**src/hw/rtl/tet_pkg.sv**
```systemverilog
package tet_pkg;

    localparam int VALUE_WIDTH  = 16;
    localparam int MAX_SET_SIZE = 1024;
    localparam int COUNT_WIDTH  = $clog2(MAX_SET_SIZE + 1);

    typedef logic signed [VALUE_WIDTH-1:0] t_value;
    typedef logic [COUNT_WIDTH-1:0]        t_count;

    typedef struct packed {
        t_value value;
        logic   last;
    } t_in_item;

    typedef struct packed {
        t_value largest;
        t_count largest_count;
        t_value second_largest;
        t_count second_largest_count;
        logic   second_largest_valid;
        t_value smallest;
        t_count smallest_count;
        t_value second_smallest;
        t_count second_smallest_count;
        logic   second_smallest_valid;
    } t_out_item;

    // running extremes of the current set
    typedef struct packed {
        logic   set_started;
        t_value top_value;
        t_count top_tally;
        t_value runner_value;
        t_count runner_tally;
        logic   runner_present;
        t_value bottom_value;
        t_count bottom_tally;
        t_value near_bottom_value;
        t_count near_bottom_tally;
        logic   near_bottom_present;
    } t_track_state;

endpackage

```
**src/hw/rtl/tet_update.sv**
```systemverilog
module tet_update (
    input  tet_pkg::t_track_state i_state,
    input  tet_pkg::t_value       i_value,
    output tet_pkg::t_track_state o_state
);

    // saturating increment
    function automatic tet_pkg::t_count bump(input tet_pkg::t_count t);
        if (t < tet_pkg::COUNT_WIDTH'(tet_pkg::MAX_SET_SIZE)) begin
            return t + tet_pkg::COUNT_WIDTH'(1);
        end
        return tet_pkg::COUNT_WIDTH'(tet_pkg::MAX_SET_SIZE);
    endfunction

    always_comb begin
        o_state = i_state;
        if (!i_state.set_started) begin
            o_state                     = '0;
            o_state.set_started         = 1'b1;
            o_state.top_value           = i_value;
            o_state.top_tally           = tet_pkg::COUNT_WIDTH'(1);
            o_state.bottom_value        = i_value;
            o_state.bottom_tally        = tet_pkg::COUNT_WIDTH'(1);
        end else begin
            // upper pair
            if (i_value > i_state.top_value) begin
                o_state.runner_value    = i_state.top_value;
                o_state.runner_tally    = i_state.top_tally;
                o_state.runner_present  = 1'b1;
                o_state.top_value       = i_value;
                o_state.top_tally       = tet_pkg::COUNT_WIDTH'(1);
            end else if (i_value == i_state.top_value) begin
                o_state.top_tally       = bump(i_state.top_tally);
            end else if (!i_state.runner_present || i_value > i_state.runner_value) begin
                o_state.runner_value    = i_value;
                o_state.runner_tally    = tet_pkg::COUNT_WIDTH'(1);
                o_state.runner_present  = 1'b1;
            end else if (i_value == i_state.runner_value) begin
                o_state.runner_tally    = bump(i_state.runner_tally);
            end

            // lower pair
            if (i_value < i_state.bottom_value) begin
                o_state.near_bottom_value   = i_state.bottom_value;
                o_state.near_bottom_tally   = i_state.bottom_tally;
                o_state.near_bottom_present = 1'b1;
                o_state.bottom_value        = i_value;
                o_state.bottom_tally        = tet_pkg::COUNT_WIDTH'(1);
            end else if (i_value == i_state.bottom_value) begin
                o_state.bottom_tally        = bump(i_state.bottom_tally);
            end else if (!i_state.near_bottom_present ||
                         i_value < i_state.near_bottom_value) begin
                o_state.near_bottom_value   = i_value;
                o_state.near_bottom_tally   = tet_pkg::COUNT_WIDTH'(1);
                o_state.near_bottom_present = 1'b1;
            end else if (i_value == i_state.near_bottom_value) begin
                o_state.near_bottom_tally   = bump(i_state.near_bottom_tally);
            end
        end
    end

endmodule

```
**src/hw/rtl/top_two_extreme_tracker_unit.sv**
```systemverilog
// Result: a transaction marked last shows its result on o_out_valid in the cycle after it
// is accepted; other transactions give no result.
// Throughput: one transaction per cycle, set by the combinational compare and registered update of
// the tracking registers; a last item waits only while a result is held and stalled.
// Reset: synchronous, active low; clears the tracking state and the result valid flag.
module top_two_extreme_tracker_unit (
    input  logic              i_clk,
    input  logic              i_rst_n,
    input  logic              i_in_valid,
    output logic              o_in_stall,
    input  tet_pkg::t_in_item i_in_data,
    output logic              o_out_valid,
    input  logic              i_out_stall,
    output tet_pkg::t_out_item o_out_data
);

    tet_pkg::t_track_state r_state;
    tet_pkg::t_track_state n_state;
    tet_pkg::t_out_item    r_out;
    tet_pkg::t_out_item    n_out;
    logic                  r_out_valid;
    logic                  in_accept;
    logic                  out_take;

    // Combinational update of the running extremes against the incoming value.
    tet_update u_update (
        .i_state (r_state),
        .i_value (i_in_data.value),
        .o_state (n_state)
    );

    // Only a last item needs the result register, so ordinary items flow
    // through even while a finished result is held downstream.
    assign out_take   = r_out_valid && !i_out_stall;
    assign o_in_stall = i_in_data.last && r_out_valid && i_out_stall;
    assign in_accept  = i_in_valid && !o_in_stall;

    // Result built from the state that includes the last item; second places
    // read zero when absent.
    always_comb begin
        n_out.largest               = n_state.top_value;
        n_out.largest_count         = n_state.top_tally;
        n_out.second_largest        = n_state.runner_present ? n_state.runner_value : '0;
        n_out.second_largest_count  = n_state.runner_present ? n_state.runner_tally : '0;
        n_out.second_largest_valid  = n_state.runner_present;
        n_out.smallest              = n_state.bottom_value;
        n_out.smallest_count        = n_state.bottom_tally;
        n_out.second_smallest       = n_state.near_bottom_present ?
                                      n_state.near_bottom_value : '0;
        n_out.second_smallest_count = n_state.near_bottom_present ?
                                      n_state.near_bottom_tally : '0;
        n_out.second_smallest_valid = n_state.near_bottom_present;
    end

    // Tracking state: cleared at the end of each set.
    always_ff @(posedge i_clk) begin
        if (!i_rst_n) begin
            r_state <= '0;
        end else if (in_accept) begin
            if (i_in_data.last) begin
                r_state <= '0;
            end else begin
                r_state <= n_state;
            end
        end
    end

    // Result register and its valid flag.
    always_ff @(posedge i_clk) begin
        if (!i_rst_n) begin
            r_out_valid <= 1'b0;
        end else if (in_accept && i_in_data.last) begin
            r_out_valid <= 1'b1;
        end else if (out_take) begin
            r_out_valid <= 1'b0;
        end
    end

    always_ff @(posedge i_clk) begin
        if (in_accept && i_in_data.last) begin
            r_out <= n_out;
        end
    end

    assign o_out_valid = r_out_valid;
    assign o_out_data  = r_out;

endmodule
```
**config.mk**
```make
export PLATFORM = sky130hd
export DESIGN_NAME = top_two_extreme_tracker_unit
export DESIGN_NICKNAME = d
export VERILOG_FILES = /design/src/hw/rtl/tet_pkg.sv /design/src/hw/rtl/tet_update.sv /design/src/hw/rtl/top_two_extreme_tracker_unit.sv
export SDC_FILE = /design/constraint.sdc
export NUM_CORES = 1
export LEC_CHECK = 0
export BUFFER_PORTS_ARGS = -buffer_cell sky130_fd_sc_hd__buf_2
export CAP_MARGIN = 10
export CORE_MARGIN = 1
export CORE_UTILIZATION = 55
export DETAILED_ROUTE_END_ITERATION = 7
export PLACE_DENSITY_LB_ADDON = 0.2
export SETUP_SLACK_MARGIN = 0.4
export SYNTH_ARGS = -nofsm -noshare
export SYNTH_HDL_FRONTEND = slang
export SYNTH_SLANG_ARGS = --single-unit
```
**constraint.sdc**
```tcl
create_clock -name i_clk -period 5.8 [get_ports i_clk]
set_input_delay 1.16 -clock i_clk [delete_from_list [all_inputs] [get_ports i_clk]]
set_output_delay 1.16 -clock i_clk [all_outputs]
set_load 0.05 [all_outputs]
```
==> impl_metrics.toml <==
[outcome]
status = "finished clean"

[synth]
synthArstFlopShare = 0
synth_edf_count = 110
ys_warn_count = 0
ys_types = 71
ys_seq_elements = 222
synthFlopType = "dfxtp_1"
syn_area_um2 = 11500
syn_nets = 1252
yosysSeqAreaShare = 0.482
avgSynthCellArea_um2 = 9.90
synth_cells = 1163

[clocking]
cts.sinks = 222
clk_latency_ns = 0.52
cts_hold_buf = 0
cts_resized = 0
clkTransAtPathRegs_ns = 0.07
tritoncts.num_buffers = 23
h-tree-depth = 1
clockBufferDepth = 3
cts_tree = "done"
cts_root_buf = "clkbuf_16"
postCtsSetupRepairBufs = 0

[routing]
routed_via_density = 6.29
initialDrtViolationCount = 903
antenna_left = 0
drcViolationCount = 0
avgRoutedWirePerCell_um = 20.2
firstDrtPassIters = 5
wirelength_mm = 31.5
dr_total_vias = 9818

[setup_path]
timing.rr.end = "r_state[43]$_SDFFE_PN0P_"
cp-start-kind = "input port"
critPathMaxFanout = 19
required_ns = 6.20
worstPathArrival_ns = 4.61
cp-startpoint = "i_in_data[16]"
r2r_start = "r_state[54]$_SDFFE_PN0P_"
crit_type = "input port to flip-flop"
crit_path_end_kind = "flip-flop"
r2r_setup_slack_ns = 1.97
reg2reg_depth = 9
crit_path_end = "r_state[43]$_SDFFE_PN0P_"

[grt]
antenna_found_initial = 1
grt_max_degree = 74
grt_pass1_wl_mm = 50.1
gr-usage-all-layers = 0.293
grt_pass1_vias = 9204
grt_overflow_total = 0

[timing]
fmax_mhz = 237
post-route-period-util = 0.726
drv_slew = 0
hold_ws_ns = 0.470
tightest_slew_ns = 1.14
clock-skew-final_ns = 0.0266
setup_viol = 0
finalSetupTns_ns = 0
slew_headroom = 0.234
period_needed_ns = 4.21
hold_viol_final = 0
grt_setup_unrepaired = "no"

[floorplanning]
die_h_um = 147
die_area_um2 = 21500
rows = 52
io_pins = 133
fp.dieW_um = 147
design.core.area_um2 = 20400
start_util = 0.565

[power]
p_per_area_nw_per_um2 = 279
vdd_drop_max_uv = 272
p_leak_uw = 0.00504

[cells_and_area]
layout.nets = 1364
drive_gt1_frac = 0.168
area_growth_pct = 13.9
nFillCells = 1683
layoutNonFillerInstCount = 1562

[place]
dpl.cell_count = 1520
port_buffers = 132
place_hpwl_mm = 21.4
place.gp.congestion = 0.904

[job]
cap_violations = 0

[hold_path]
worstHoldPathType = "flip-flop to flip-flop"
worst min-delay path by stage:
| stage | start | to | slack [ns] | depth (start not counted) |
|---|---|---|---|---|
| after floorplan | r_state[13]$_SDFFE_PN0P_ | r_state[13]$_SDFFE_PN0P_ | 0.44 | 1 |
| after global placement | r_state[13]$_SDFFE_PN0P_ | r_state[13]$_SDFFE_PN0P_ | 0.45 | 1 |
| after detailed placement | r_state[26]$_SDFFE_PN0P_ | r_state[26]$_SDFFE_PN0P_ | 0.46 | 1 |
| after CTS | r_state[26]$_SDFFE_PN0P_ | r_state[26]$_SDFFE_PN0P_ | 0.47 | 1 |
| after global routing | r_state[25]$_SDFFE_PN0P_ | r_state[25]$_SDFFE_PN0P_ | 0.48 | 1 |
| final | r_state[26]$_SDFFE_PN0P_ | r_state[26]$_SDFFE_PN0P_ | 0.47 | 1 |
cells by family after synthesis:
| kind of cell | synth area share |
|---|---|
| AO/OA/AOI/OAI | 0.203 |
| AND/OR/NAND/NOR | 0.141 |
| buffers and inverters | 0.0479 |
| flip-flops | 0.482 |
| adder cells (fa/ha/maj) | 0.0739 |
| XOR/XNOR | 0.0160 |
| multiplexers | 0.0359 |
cells in the final DEF, fill, tap and decap left out, types with 9 or more instances in the layout:
master     count
a22o_1        41
a211o_1       17
nand3_1       29
mux2i_1       21
xor2_1        13
o211ai_1       9
nor2_1        50
and3_1        28
mux2_2        17
ha_1          68
nand4_1       18
o21ai_0       80
a32o_1        17
a22oi_1       18
edfxtp_1     110
and2_1         9
nand2_1      122
a31oi_1       24
dfxtp_1      112
a21o_1        10
inv_1         77
clkbuf_16     23
a21oi_1       70
buf_2        132
nor3_1        15
buf_4         18
layout make-up:
| cell class | count | area (um^2) | area share |
|---|---|---|---|
| diodes | 1 | 2.50 | 0.000191 |
| clock buffers | 25 | 583 | 0.0445 |
| repair buffers | 151 | 807 | 0.0616 |
| multi-input cells | 800 | 5440 | 0.415 |
| clock inverters | 16 | 98.8 | 0.00754 |
| flip-flops and latches | 222 | 5550 | 0.423 |
| inverters | 77 | 289 | 0.0221 |
| well taps | 270 | 338 | 0.0258 |
cells in the mapped netlist (all sizes together) (10+ instances only):
cell | count | area, um^2
a21oi | 72 | 368
o21ai | 83 | 415
a31oi | 24 | 150
a22o | 41 | 359
a32o | 17 | 170
nand4 | 19 | 125
mux2i | 21 | 210
edfxtp | 110 | 3300
clkbuf | 49 | 184
mux2 | 18 | 203
dfxtp | 112 | 2240
nand3 | 29 | 145
a21o | 10 | 75.1
nand2 | 123 | 464
nor2 | 52 | 195
buf | 15 | 78.8
nor3 | 16 | 80.1
and3 | 29 | 181
xor2 | 13 | 114
ha | 68 | 851
inv | 77 | 289
a22oi | 18 | 135
a211o | 17 | 149
metrics by stage:
step	power (uW)	cell area, um^2	util	setup slack, ns
floorplan	2130	11500	-	1.22
global placement	2270	12400	0.609	1.16
detailed placement	2280	12400	0.610	1.10
CTS	3660	13100	0.643	1.64
global route	3760	13100	0.644	1.37
finish	3650	13100	0.644	1.59
where the power goes:
part           switching, uW  total (uW)  internal, uW
registers               26.1        1730          1700
clock network            627        1400           768
logic                    390         526           136
routing by layer:
layer	track usage	wire, um
met1	0.434	14300
met3	0.0428	2500
met2	0.439	14000
met5	0	0
met4	0.0958	725
critical path, cell delays in order:
cell	delay, ns
buf_2	0.17
ha_1	0.35
nand4_1	0.17
nor4_2	0.52
a211oi_1	0.17
a21boi_1	0.66
or2_1	0.67
a21oi_2	0.40
a22o_1	0.33
flip-flops by register name, summed over array words and instances, names as in the netlist:
name	cells
r_state	111
o_out_data	110
o_out_valid	1
Note: power is estimated with default switching activity, not from simulation.
